`src/sv/kht_pkg.sv`:
```
// Shared constants, request codes and queue item type for the keyed handle table.
package kht_pkg;

  localparam int KHT_ENTRIES = 16;
  localparam int KEY_W       = 32;
  localparam int HDL_W       = 32;
  localparam int RANGE_W     = 32;

  localparam logic [RANGE_W-1:0] KEY_RANGE_RST = 32'd65536;

  typedef logic [1:0] op_t;

  localparam op_t OP_REG   = 2'd0;
  localparam op_t OP_UNREG = 2'd1;
  localparam op_t OP_LOOK  = 2'd2;
  localparam op_t OP_NEXT  = 2'd3;

  typedef struct packed {
    op_t              op;
    logic             needs_scan;
    logic [KEY_W-1:0] key;
    logic [HDL_W-1:0] handle;
  } kht_item_t;

endpackage

```
`src/sv/kht_if.sv`:
```
// Channel interfaces: request, response and configuration write.
interface kht_req_if;
  logic                      valid;
  logic                      ready;
  logic [1:0]                req_type;
  logic [kht_pkg::KEY_W-1:0] key;
  logic [kht_pkg::HDL_W-1:0] handle;

  modport source (output valid, output req_type, output key, output handle, input ready);
  modport sink   (input valid, input req_type, input key, input handle, output ready);
endinterface

interface kht_rsp_if;
  logic                      valid;
  logic                      ready;
  logic                      found;
  logic [kht_pkg::HDL_W-1:0] old_handle;
  logic                      table_full;
  logic [kht_pkg::KEY_W-1:0] issued_key;

  modport source (output valid, output found, output old_handle, output table_full,
                  output issued_key, input ready);
  modport sink   (input valid, input found, input old_handle, input table_full,
                  input issued_key, output ready);
endinterface

interface kht_cfg_if;
  logic                        valid;
  logic                        ready;
  logic [kht_pkg::RANGE_W-1:0] data;

  modport source (output valid, output data, input ready);
  modport sink   (input valid, input data, output ready);
endinterface

```
`src/sv/kht_ram.sv`:
```
// Generic single-write, single-read RAM with registered read data.
module kht_ram #(
  parameter int WIDTH = 64,
  parameter int DEPTH = 16
) (
  input  logic                                 clk,
  input  logic                                 we,
  input  logic [((DEPTH > 1) ? $clog2(DEPTH) : 1)-1:0] waddr,
  input  logic [WIDTH-1:0]                     wdata,
  input  logic [((DEPTH > 1) ? $clog2(DEPTH) : 1)-1:0] raddr,
  output logic [WIDTH-1:0]                     rdata
);

  logic [WIDTH-1:0] mem_r [DEPTH];

  always_ff @(posedge clk) begin
    if (we) begin
      mem_r[waddr] <= wdata;
    end
    rdata <= mem_r[raddr];
  end

endmodule

```
`src/sv/kht_front.sv`:
```
// Front end: accepts request items, classifies them and queues them for the back end.
module kht_front (
  input  logic               clk,
  input  logic               rst_n,
  kht_req_if.sink            in_ch,
  output logic               q_valid,
  output kht_pkg::kht_item_t q_item,
  input  logic               q_pop
);
  import kht_pkg::*;

  kht_item_t  q_r [2];
  logic       wp_r;
  logic       rp_r;
  logic [1:0] n_r;
  kht_item_t  cls;
  logic       push;
  logic       pop;

  // Next-key items need no key, only register items carry a handle.
  always_comb begin
    cls.op         = op_t'(in_ch.req_type);
    cls.needs_scan = (in_ch.req_type != OP_NEXT);
    cls.key        = (in_ch.req_type == OP_NEXT) ? '0 : in_ch.key;
    cls.handle     = (in_ch.req_type == OP_REG) ? in_ch.handle : '0;
  end

  assign in_ch.ready = (n_r != 2'd2);
  assign push        = in_ch.valid && in_ch.ready;
  assign q_valid     = (n_r != 2'd0);
  assign pop         = q_pop && q_valid;
  assign q_item      = q_r[rp_r];

  always_ff @(posedge clk) begin
    if (push) begin
      q_r[wp_r] <= cls;
    end
  end

  always_ff @(posedge clk) begin
    if (!rst_n) begin
      wp_r <= 1'b0;
      rp_r <= 1'b0;
      n_r  <= 2'd0;
    end else begin
      if (push) begin
        wp_r <= ~wp_r;
      end
      if (pop) begin
        rp_r <= ~rp_r;
      end
      n_r <= n_r + {1'b0, push} - {1'b0, pop};
    end
  end

endmodule

```
`src/sv/kht_back.sv`:
```
// Back end: scans the slot RAM, updates the table and key counter, holds the result.
module kht_back #(
  parameter int TABLE_ENTRIES = kht_pkg::KHT_ENTRIES
) (
  input  logic                        clk,
  input  logic                        rst_n,
  input  logic                        q_valid,
  input  kht_pkg::kht_item_t          q_item,
  output logic                        q_pop,
  input  logic [kht_pkg::RANGE_W-1:0] key_range,
  output logic                        out_valid,
  input  logic                        out_ready,
  output logic                        out_found,
  output logic [kht_pkg::HDL_W-1:0]   out_old_handle,
  output logic                        out_table_full,
  output logic [kht_pkg::KEY_W-1:0]   out_issued_key
);
  import kht_pkg::*;

  localparam int IW = (TABLE_ENTRIES > 1) ? $clog2(TABLE_ENTRIES) : 1;
  localparam int CW = $clog2(TABLE_ENTRIES + 1);
  localparam int SW = KEY_W + HDL_W;

  localparam logic [1:0] ST_IDLE = 2'd0;
  localparam logic [1:0] ST_SCAN = 2'd1;
  localparam logic [1:0] ST_WB   = 2'd2;

  logic [1:0]             st_r;
  kht_item_t              it_r;
  logic [CW-1:0]          cnt_r;
  logic                   pend_r;
  logic                   pv_r;
  logic [IW-1:0]          pidx_r;
  logic                   hit_r;
  logic [IW-1:0]          slot_r;
  logic [HDL_W-1:0]       old_r;
  logic                   fh_r;
  logic [IW-1:0]          fslot_r;
  logic [TABLE_ENTRIES-1:0] valid_r;
  logic [KEY_W-1:0]       ctr_r;
  logic [KEY_W-1:0]       ctr_nxt;
  logic [KEY_W:0]         ctr_inc;

  logic                   out_valid_r;
  logic                   out_found_r;
  logic [HDL_W-1:0]       out_old_r;
  logic                   out_full_r;
  logic [KEY_W-1:0]       out_issued_r;

  logic [IW-1:0]          ridx;
  logic                   issue;
  logic [SW-1:0]          rdata;
  logic                   match;
  logic                   scan_done;
  logic                   wb_go;
  logic                   we;
  logic [IW-1:0]          waddr;

  assign ridx      = cnt_r[IW-1:0];
  assign issue     = (cnt_r != CW'(TABLE_ENTRIES));
  assign match     = pend_r && pv_r && (rdata[SW-1:HDL_W] == it_r.key);
  assign scan_done = !issue && !pend_r;
  assign wb_go     = (st_r == ST_WB) && (!out_valid_r || out_ready);
  assign q_pop     = (st_r == ST_IDLE) && q_valid;

  assign ctr_inc = {1'b0, ctr_r} + {{KEY_W{1'b0}}, 1'b1};
  assign ctr_nxt = (ctr_inc >= {1'b0, key_range}) ? '0 : ctr_inc[KEY_W-1:0];

  // Register writes go to the matched slot, else to the lowest free slot.
  assign we    = wb_go && (it_r.op == OP_REG) && (hit_r || fh_r);
  assign waddr = hit_r ? slot_r : fslot_r;

  kht_ram #(
    .WIDTH (SW),
    .DEPTH (TABLE_ENTRIES)
  ) u_slot_ram (
    .clk   (clk),
    .we    (we),
    .waddr (waddr),
    .wdata ({it_r.key, it_r.handle}),
    .raddr (ridx),
    .rdata (rdata)
  );

  always_ff @(posedge clk) begin
    if (q_pop) begin
      it_r <= q_item;
    end
    if (st_r == ST_SCAN) begin
      pidx_r <= ridx;
      pv_r   <= valid_r[ridx];
      if (match) begin
        slot_r <= pidx_r;
        old_r  <= rdata[HDL_W-1:0];
      end
      if (issue && !fh_r && !valid_r[ridx]) begin
        fslot_r <= ridx;
      end
    end
    if (wb_go) begin
      case (it_r.op)
        OP_REG: begin
          out_found_r  <= hit_r;
          out_old_r    <= hit_r ? old_r : '0;
          out_full_r   <= !hit_r && !fh_r;
          out_issued_r <= '0;
        end
        OP_UNREG, OP_LOOK: begin
          out_found_r  <= hit_r;
          out_old_r    <= hit_r ? old_r : '0;
          out_full_r   <= 1'b0;
          out_issued_r <= '0;
        end
        OP_NEXT: begin
          out_found_r  <= 1'b0;
          out_old_r    <= '0;
          out_full_r   <= 1'b0;
          out_issued_r <= ctr_r;
        end
        default: begin
          out_found_r  <= 1'b0;
          out_old_r    <= '0;
          out_full_r   <= 1'b0;
          out_issued_r <= '0;
        end
      endcase
    end
  end

  always_ff @(posedge clk) begin
    if (!rst_n) begin
      st_r        <= ST_IDLE;
      cnt_r       <= '0;
      pend_r      <= 1'b0;
      hit_r       <= 1'b0;
      fh_r        <= 1'b0;
      valid_r     <= '0;
      ctr_r       <= '0;
      out_valid_r <= 1'b0;
    end else begin
      if (wb_go) begin
        out_valid_r <= 1'b1;
      end else if (out_ready) begin
        out_valid_r <= 1'b0;
      end
      case (st_r)
        ST_IDLE: begin
          if (q_pop) begin
            cnt_r  <= '0;
            pend_r <= 1'b0;
            hit_r  <= 1'b0;
            fh_r   <= 1'b0;
            st_r   <= q_item.needs_scan ? ST_SCAN : ST_WB;
          end
        end
        ST_SCAN: begin
          // Read one slot a cycle; compare the slot read in the cycle before.
          pend_r <= issue;
          if (issue) begin
            cnt_r <= cnt_r + {{(CW-1){1'b0}}, 1'b1};
            if (!valid_r[ridx]) begin
              fh_r <= 1'b1;
            end
          end
          if (match) begin
            hit_r <= 1'b1;
            st_r  <= ST_WB;
          end else if (scan_done) begin
            st_r <= ST_WB;
          end
        end
        ST_WB: begin
          if (wb_go) begin
            st_r <= ST_IDLE;
            case (it_r.op)
              OP_REG: begin
                if (!hit_r && fh_r) begin
                  valid_r[fslot_r] <= 1'b1;
                end
              end
              OP_UNREG: begin
                if (hit_r) begin
                  valid_r[slot_r] <= 1'b0;
                end
              end
              OP_NEXT: begin
                ctr_r <= ctr_nxt;
              end
              default: begin
              end
            endcase
          end
        end
        default: begin
          st_r <= ST_IDLE;
        end
      endcase
    end
  end

  assign out_valid      = out_valid_r;
  assign out_found      = out_found_r;
  assign out_old_handle = out_old_r;
  assign out_table_full = out_full_r;
  assign out_issued_key = out_issued_r;

endmodule

```
`src/sv/keyed_handle_table.sv`:
```
// Top level of the keyed handle table: front end, request queue, back end and key range register.
// Each request item gives exactly one response item. The front end queues up to two items
// while the back end works. A register, unregister or lookup item reads the slot RAM one slot
// per cycle through its single read port, from slot 0 upward, and its scan ends early when a
// slot matches; a next-key item skips the scan. The response sits in an output register, so
// the back end moves on to the next item while it waits to be taken, but holds its next
// response in write-back until the last one is taken. The configuration channel is always
// ready and writes key_range (reset 65536) at its handshake.
module keyed_handle_table #(
  parameter int TABLE_ENTRIES = kht_pkg::KHT_ENTRIES
) (
  input  logic      clk,
  input  logic      rst_n,
  kht_req_if.sink   in_ch,
  kht_rsp_if.source out_ch,
  kht_cfg_if.sink   cfg_ch
);
  import kht_pkg::*;

  logic               q_valid;
  kht_item_t          q_item;
  logic               q_pop;
  logic [RANGE_W-1:0] key_range_r;

  assign cfg_ch.ready = 1'b1;

  always_ff @(posedge clk) begin
    if (!rst_n) begin
      key_range_r <= KEY_RANGE_RST;
    end else if (cfg_ch.valid) begin
      key_range_r <= cfg_ch.data;
    end
  end

  kht_front u_front (
    .clk     (clk),
    .rst_n   (rst_n),
    .in_ch   (in_ch),
    .q_valid (q_valid),
    .q_item  (q_item),
    .q_pop   (q_pop)
  );

  kht_back #(
    .TABLE_ENTRIES (TABLE_ENTRIES)
  ) u_back (
    .clk            (clk),
    .rst_n          (rst_n),
    .q_valid        (q_valid),
    .q_item         (q_item),
    .q_pop          (q_pop),
    .key_range      (key_range_r),
    .out_valid      (out_ch.valid),
    .out_ready      (out_ch.ready),
    .out_found      (out_ch.found),
    .out_old_handle (out_ch.old_handle),
    .out_table_full (out_ch.table_full),
    .out_issued_key (out_ch.issued_key)
  );

endmodule

```
`src/flat_wrapper.sv`:
```
// flat-port wrapper written by rule: the top's interface ports become plain ports
module keyed_handle_table_flat import kht_pkg::*;
#(
  parameter int TABLE_ENTRIES = kht_pkg::KHT_ENTRIES
)
  (clk, rst_n, in_ch_valid, in_ch_req_type, in_ch_key, in_ch_handle, in_ch_ready, out_ch_valid, out_ch_found, out_ch_old_handle, out_ch_table_full, out_ch_issued_key, out_ch_ready, cfg_ch_valid, cfg_ch_data, cfg_ch_ready);
  kht_req_if in_ch_i ();
  kht_rsp_if out_ch_i ();
  kht_cfg_if cfg_ch_i ();
  input  logic clk;
  input  logic rst_n;
  input wire logic [$bits(in_ch_i.valid)-1:0] in_ch_valid;
  input wire logic [$bits(in_ch_i.req_type)-1:0] in_ch_req_type;
  input wire logic [$bits(in_ch_i.key)-1:0] in_ch_key;
  input wire logic [$bits(in_ch_i.handle)-1:0] in_ch_handle;
  output wire logic [$bits(in_ch_i.ready)-1:0] in_ch_ready;
  output wire logic [$bits(out_ch_i.valid)-1:0] out_ch_valid;
  output wire logic [$bits(out_ch_i.found)-1:0] out_ch_found;
  output wire logic [$bits(out_ch_i.old_handle)-1:0] out_ch_old_handle;
  output wire logic [$bits(out_ch_i.table_full)-1:0] out_ch_table_full;
  output wire logic [$bits(out_ch_i.issued_key)-1:0] out_ch_issued_key;
  input wire logic [$bits(out_ch_i.ready)-1:0] out_ch_ready;
  input wire logic [$bits(cfg_ch_i.valid)-1:0] cfg_ch_valid;
  input wire logic [$bits(cfg_ch_i.data)-1:0] cfg_ch_data;
  output wire logic [$bits(cfg_ch_i.ready)-1:0] cfg_ch_ready;
  assign in_ch_i.valid = in_ch_valid;
  assign in_ch_i.req_type = in_ch_req_type;
  assign in_ch_i.key = in_ch_key;
  assign in_ch_i.handle = in_ch_handle;
  assign in_ch_ready = in_ch_i.ready;
  assign out_ch_valid = out_ch_i.valid;
  assign out_ch_found = out_ch_i.found;
  assign out_ch_old_handle = out_ch_i.old_handle;
  assign out_ch_table_full = out_ch_i.table_full;
  assign out_ch_issued_key = out_ch_i.issued_key;
  assign out_ch_i.ready = out_ch_ready;
  assign cfg_ch_i.valid = cfg_ch_valid;
  assign cfg_ch_i.data = cfg_ch_data;
  assign cfg_ch_ready = cfg_ch_i.ready;
  keyed_handle_table #(.TABLE_ENTRIES(TABLE_ENTRIES)) u_core (.clk(clk), .rst_n(rst_n), .in_ch(in_ch_i), .out_ch(out_ch_i), .cfg_ch(cfg_ch_i));
endmodule
```
`config.mk`:
```
export PLATFORM = sky130hd
export DESIGN_NAME = keyed_handle_table_flat
export DESIGN_NICKNAME = d
export VERILOG_FILES = /design/src/sv/kht_pkg.sv /design/src/sv/kht_if.sv /design/src/sv/kht_ram.sv /design/src/sv/kht_front.sv /design/src/sv/kht_back.sv /design/src/sv/keyed_handle_table.sv /design/src/flat_wrapper.sv
export SDC_FILE = /design/constraint.sdc
export NUM_CORES = 2
export LEC_CHECK = 0
export BUFFER_PORTS_ARGS = -buffer_cell sky130_fd_sc_hd__buf_4
export CAP_MARGIN = 5
export CORE_ASPECT_RATIO = 0.5
export CORE_MARGIN = 1.5
export CORE_UTILIZATION = 50
export CTS_CLUSTER_DIAMETER = 100
export CTS_CLUSTER_SIZE = 16
export DETAILED_ROUTE_END_ITERATION = 16
export PLACE_DENSITY = 0.66
export SETUP_SLACK_MARGIN = 0.02
export SYNTH_ARGS = -nofsm -noshare
export SYNTH_HDL_FRONTEND = slang
export SYNTH_SLANG_ARGS = --single-unit
```
`constraint.sdc`:
```
create_clock -name clk -period 5.4 [get_ports clk]
set_input_delay 0.27 -clock clk [delete_from_list [all_inputs] [get_ports clk]]
set_output_delay 0.27 -clock clk [all_outputs]
set_load 0.05 [all_outputs]
```
Word level (Yosys, flattened, before mapping) --
Memory sizes are Yosys's and may differ from the RTL's. A register that Yosys moved wholly into a read port is not among the register bits. Index checks and enable logic that the tools add are counted. Widths: inputs -> output; s select.
Storage, ports and cells: bits in registers 272, input bits 103, memories kept 2, RAM bits 1158
Memory list:
- u_core.u_back.u_slot_ram.mem_r | words 16, bits a word 64, read ports 1, clocked after memory_dff 1, wr ports 1, RTL line kht_ram.sv:14 | logic [WIDTH-1:0] mem_r [DEPTH];
- u_core.u_front.q_r | words 2, bits a word 67, read ports 1, clocked after memory_dff 1, wr ports 1, RTL line kht_front.sv:12 | kht_item_t q_r [2];
Operators by class: reduce and logical (&&, ||, !) cells 41, equality and inequality tests 18, order comparisons 6, multiplexer cells 42, $add $sub $neg 4, bitwise operators 5
Operators with widths (count):
- $mux 32 | 4
- $pmux 32 s2 | 2
- $add 32x1->33 const B | 1
- $ge 33x32->1 | 1
- $eq 32x32->1 | 1
- $mux 16 | 2
- $pmux 16 s2 | 1
- $and 16x16->16 | 1
- $not 16->16 | 1
- $or 16x16->16 | 1
- $logic_and 1x1->1 | 15
- $lt 4x5->1 const B | 3
- $mux 1 | 15
- $ne 2x2->1 const B | 7
- $reduce_and 3->1 | 4
- $mux 2 | 5
- $mux 5 | 2
- $pmux 1 s2 | 5
- $pmux 5 s2 | 1
- $demux 1 s4 | 2
- $eq 2x2->1 const B | 4
- $ge 4x1->1 const B | 2
- $reduce_bool 2->1 | 4
- $logic_not 1->1 | 6
- other kinds (17) | 26

Depth between registers and ports, before layout --
depth after elaboration 8, depth in mapped cells 15

Modules after synthesis --
Synthesis repeated with hierarchy kept, for this count alone.
Second synthesis, totals: cells, all modules 2834, area total of the unflattened synthesis 56457.9 um^2
Modules (own cells, without submodules):
- kht_ram | instances 1, area each 39581.7 um^2, cells each 1647
- kht_back | instances 1, area each 10094.7 um^2, cells each 772
- kht_front | instances 1, area each 5529.1 um^2, cells each 310
- keyed_handle_table | instances 1, area each 1252.5 um^2, cells each 105

Worst setup path before layout --
No wires, ideal clock.
kind reg-to-reg, start point reg u_core.u_back.out_valid_r (netlist: u_core.u_back.out_valid), end point mem u_core.u_back.u_slot_ram.mem_r[6][0], enable pin, stages on the path, launching flop included 6, setup time 486 ps, buffers on the path 0, setup slack 957 ps, data required time 4914 ps, arrival time 3957 ps, path through dfxtp_1 -> nand2b_1 -> nand2b_1 -> nor3_1 -> nand3_1 -> nor2_1
Between the ends: longest elaborated chain between the ends 7
RTL lines:
- start, declared | RTL line kht_back.sv:44 | logic out_valid_r;
- start signal, assigned | RTL line kht_back.sv:139 | out_valid_r <= 1'b0;
- start signal, assigned | RTL line kht_back.sv:142 | out_valid_r <= 1'b1;
- start signal, assigned | RTL line kht_back.sv:144 | out_valid_r <= 1'b0;
- $logic_not 1->1 | RTL line kht_back.sv:63 | assign wb_go = (st_r == ST_WB) && (!out_valid_r || out_ready);
- $logic_or 1x1->1 | RTL line kht_back.sv:63
- $logic_and 1x1->1 | RTL line kht_back.sv:63
- $logic_and 1x1->1 (2 in a row) | RTL line kht_back.sv:70 | assign we = wb_go && (it_r.op == OP_REG) && (hit_r || fh_r);
- $mux 1 | RTL line kht_ram.sv:17 | if (we) begin
- $mux 1 (implied by the code) | RTL line kht_ram.sv:18 | mem_r[waddr] <= wdata;
- end, declared | RTL line kht_ram.sv:14
Every way passes these cells.

Final worst setup path --
start point reg u_core.u_back.ctr_r[0], end point reg u_core.u_back.ctr_r[30]
Between the ends: longest elaborated chain between the ends 3
RTL lines:
- start, declared | RTL line kht_back.sv:40 | logic [KEY_W-1:0] ctr_r;
- start signal, assigned | RTL line kht_back.sv:187 | ctr_r <= ctr_nxt;
- $add 32x1->33 * | RTL line kht_back.sv:66 | assign ctr_inc = {1'b0, ctr_r} + {{KEY_W{1'b0}}, 1'b1};
- $ge 33x32->1 | RTL line kht_back.sv:67 | assign ctr_nxt = (ctr_inc >= {1'b0, key_range}) ? '0 : ctr_inc[KEY_W-1:0];
- $mux 32 * | RTL line kht_back.sv:67
Mark *: on every way between the ends. The rest lies on a longest branch, timed or not. A chain may end at the register's enable or synchronous reset.

==> flow_metrics.py <==
metrics = {
    "setup_path": {
        "worstReg2RegStart": "u_core.u_back.ctr_r[0]",
        "reg2reg_depth": 12,
        "arrival_ps": 5220,
        "cp-endpoint": "u_core.u_back.ctr_r[30]",
        "critical_path.startpoint_type": "flop",
        "required_ps": 6000,
        "setup.worst_path.start": "u_core.u_back.ctr_r[0]",
        "endpoint_kind": "flop",
        "crit_type": "reg2reg",
        "worstReg2RegEnd": "u_core.u_back.ctr_r[30]",
        "crit_fanout": 24,
        "rrSetupSlack_ps": 780,
    },
    "floorplan": {
        "die_h_um": 240,
        "dieArea_um2": 115000,
        "num_rows": 86,
        "pin_count": 172,
        "initial_core_util": 0.508,
        "die_x_um": 478,
        "coreArea_um2": 111000,
    },
    "placement": {
        "pre_cts_ws_ps": 926,
        "dp_hpwl_um": 63600,
        "portBuffers": 170,
        "dp_cells": 4300,
        "place.gp.congestion": 0.841,
    },
    "yosys": {
        "synth_edf_count": 1335,
        "synth_top_area_frac": 0.711,
        "syn_avg_cell_area_um2": 20.9,
        "synth_fp_nets": 2840,
        "synth.largest_area_cell": "edfxtp_1",
        "ys_top_cells_by_area": "edfxtp_1, mux4_2, dfxtp_1, mux2_2, and2_1",
        "netlist_area_um2": 56400,
        "ys_types": 52,
        "ys_seq_area_frac": 0.768,
        "synth_commonest_cells": "edfxtp_1, mux4_2, dfxtp_1",
        "synth.most_common_cell": "edfxtp_1",
        "async_reset_ff_frac": 0,
        "syn_inst": 2700,
        "synth-seq-cells": 1495,
        "ys.flop_type": "edfxtp_1",
        "yosysWarnings": 0,
    },
    "sta": {
        "timing.slew.headroom": 0.177,
        "setup_viol": 0,
        "rsz0062_at_grt": "false",
        "post-route-period-util": 0.856,
        "hold_viol": 0,
        "min_period_ps": 4620,
        "report.final.slew_viol_count": 0,
        "whs_ps": 65.2,
        "fmax_mhz": 216,
        "worst_slew_pin_slew_ps": 1240,
        "setup_tns_ps": 0,
        "worst_slack_ps": 778,
        "finalClockSkew_ps": 18.2,
    },
    "grt": {
        "use_met3": 0.0313,
        "grt_use_total": 0.208,
        "grt_max_degree": 102,
        "grt.overflow.total": 0,
        "grt_first_pass_wirelength_um": 176000,
        "met2_usage": 0.338,
        "grt_pass1_vias": 27241,
        "grt-busiest-layer": "met2",
        "antenna_found_initial": 1,
        "grtUsageMet1": 0.303,
    },
    "routing": {
        "wl_um": 118000,
        "post_drt_wl_per_cell_um": 25.7,
        "viasPerCell": 5.78,
        "drt_pass1_iterations": 7,
        "ant_nets": 0,
        "vias": 26525,
        "drt-initial-drc-count": 2788,
        "drc": 0,
    },
    "pwr": {
        "leakage_nw": 20.5,
        "vdd_drop_max_uv": 302,
        "power.density_nw_per_um2": 412,
    },
    "run_status": {
        "status": "finished clean",
    },
    "clock_network": {
        "cts_setup_buffers": 0,
        "cts.htree.levels": 3,
        "cts.sink_count": 1495,
        "clock_latency_ps": 730,
        "cts_tree": "yes",
        "clkTransAtPathRegs_ps": 80,
        "clock-root-buffer": "clkbuf_16",
        "cts_buffer_depth": 3,
        "cts_hold_buffers": 99,
        "ctsResizeCount": 0,
        "numCtsBuffers": 103,
    },
    "cells_and_area": {
        "final_layout_size_suffix_gt1_frac": 0.249,
        "area_growth_pct": 13.3,
        "stdcell_count": 4588,
        "area.sequential_um2": 43300,
        "fillers": 8061,
        "multi_input_comb_area_um2": 12600,
        "n_antenna_cell": 0,
        "nNetsFinal": 3148,
        "utilization": 0.576,
    },
    "job": {
        "drv_cap": 0,
    },
    "min_path": {
        "hold_path.class": "in2reg",
    },
}
[state kept, by name, summed over array words and instances, names as in the netlist, 5 cells and up, named ones only]
signal,cells
u_core.u_front.q_r,134
u_core.u_back.u_slot_ram.mem_r,1024
u_core.u_back.out_old_handle,32
u_core.u_back.it_r,66
u_core.u_back.ctr_r,32
u_core.u_back.valid_r,16
u_core.u_back.old_r,32
u_core.u_back.out_issued_key,32
u_core.u_back.cnt_r,5
u_core.u_back.u_slot_ram.rdata,64
u_core.key_range_r,32
[power by group]
part / total (mW) / switching (mW) / internal [mW]
sequential: 15.4 / 1.08 / 14.4
combinational: 3.45 / 1.95 / 1.50
clock: 7.42 / 3.77 / 3.65
total: 26.3 / 6.80 / 19.5
[cells by family (layout without fill, tap and decap cells)]
kind of cell | after synthesis | after routing | share of synthesized area
xor+xnor | 61 | 61 | 0.00948
simple gates | 393 | 393 | 0.0388
other cells | 1 | 1 | 0.0000665
mux | 425 | 425 | 0.149
buf+inv | 165 | 557 | 0.0114
fa+ha+maj | 37 | 37 | 0.00821
compound gates | 123 | 123 | 0.0152
flops | 1495 | 1495 | 0.768
[placed cells by master (no fill, tap or decap), types with 22 or more instances in the layout]
| cell type | instances |
|---|---|
| a21oi_1 | 23 |
| a32o_1 | 22 |
| dlygate4sd3_1 | 99 |
| nand3_1 | 27 |
| ha_1 | 37 |
| mux2i_1 | 34 |
| and2_1 | 85 |
| xnor2_1 | 41 |
| inv_1 | 39 |
| dfxtp_1 | 154 |
| nor2b_1 | 36 |
| mux4_2 | 324 |
| mux2_2 | 67 |
| o21ai_0 | 38 |
| clkbuf_1 | 78 |
| edfxtp_1 | 1335 |
| nand2_1 | 53 |
| and3_1 | 71 |
| buf_4 | 208 |
| clkbuf_16 | 104 |
| nor2_1 | 34 |
[critical path, cell delays in order (launching register included)]
cell and delay (ps):
dfxtp_1 470, ha_1 270, nand4_1 170, or2_2 380, nor4_1 560, nand3_1 170
xnor2_1 180, ha_1 320, nand4_1 180, nor4_1 590, o21ai_0 270, and2_1 510
a32o_1 410
[final cells by class]
class / count / share of cell area
sequential: 1495 / 0.678
multi-input combinational: 1040 / 0.197
timing repair buffer: 327 / 0.0462
clock buffer: 182 / 0.0453
tap: 1496 / 0.0293
inverter: 41 / 0.00245
clock inverter: 7 / 0.00151
[through the flow]
step | power (mW) | area, um2
floorplan | 17.7 | 56400
detailed placement | 19.2 | 59900
global route | 27.3 | 63900
finish | 26.3 | 63900
CTS | 26.6 | 63900
global placement | 19.0 | 59900
[how the worst min path moves through the flow]
stage,start,end,cells after the start
2_1_floorplan,in_ch_req_type[0],u_core.u_front.q_r[0][65],0
3_3_place_gp,u_core.u_back.u_slot_ram.rdata[9],u_core.u_back.old_r[9],0
3_5_place_dp,u_core.u_back.u_slot_ram.rdata[7],u_core.u_back.old_r[7],0
4_1_cts,rst_n,u_core.key_range_r[16],2
5_1_grt,in_ch_valid,u_core.u_front.wp_r,4
6_report,rst_n,u_core.key_range_r[16],2
[metal layers]
metal | part of all wire | wire length, um
met1 | 0.45 | 53000
met2 | 0.48 | 57200
met3 | 0.051 | 5990
met4 | 0.015 | 1810
met5 | 0 | 0
Power figures use the tool's default switching activity.
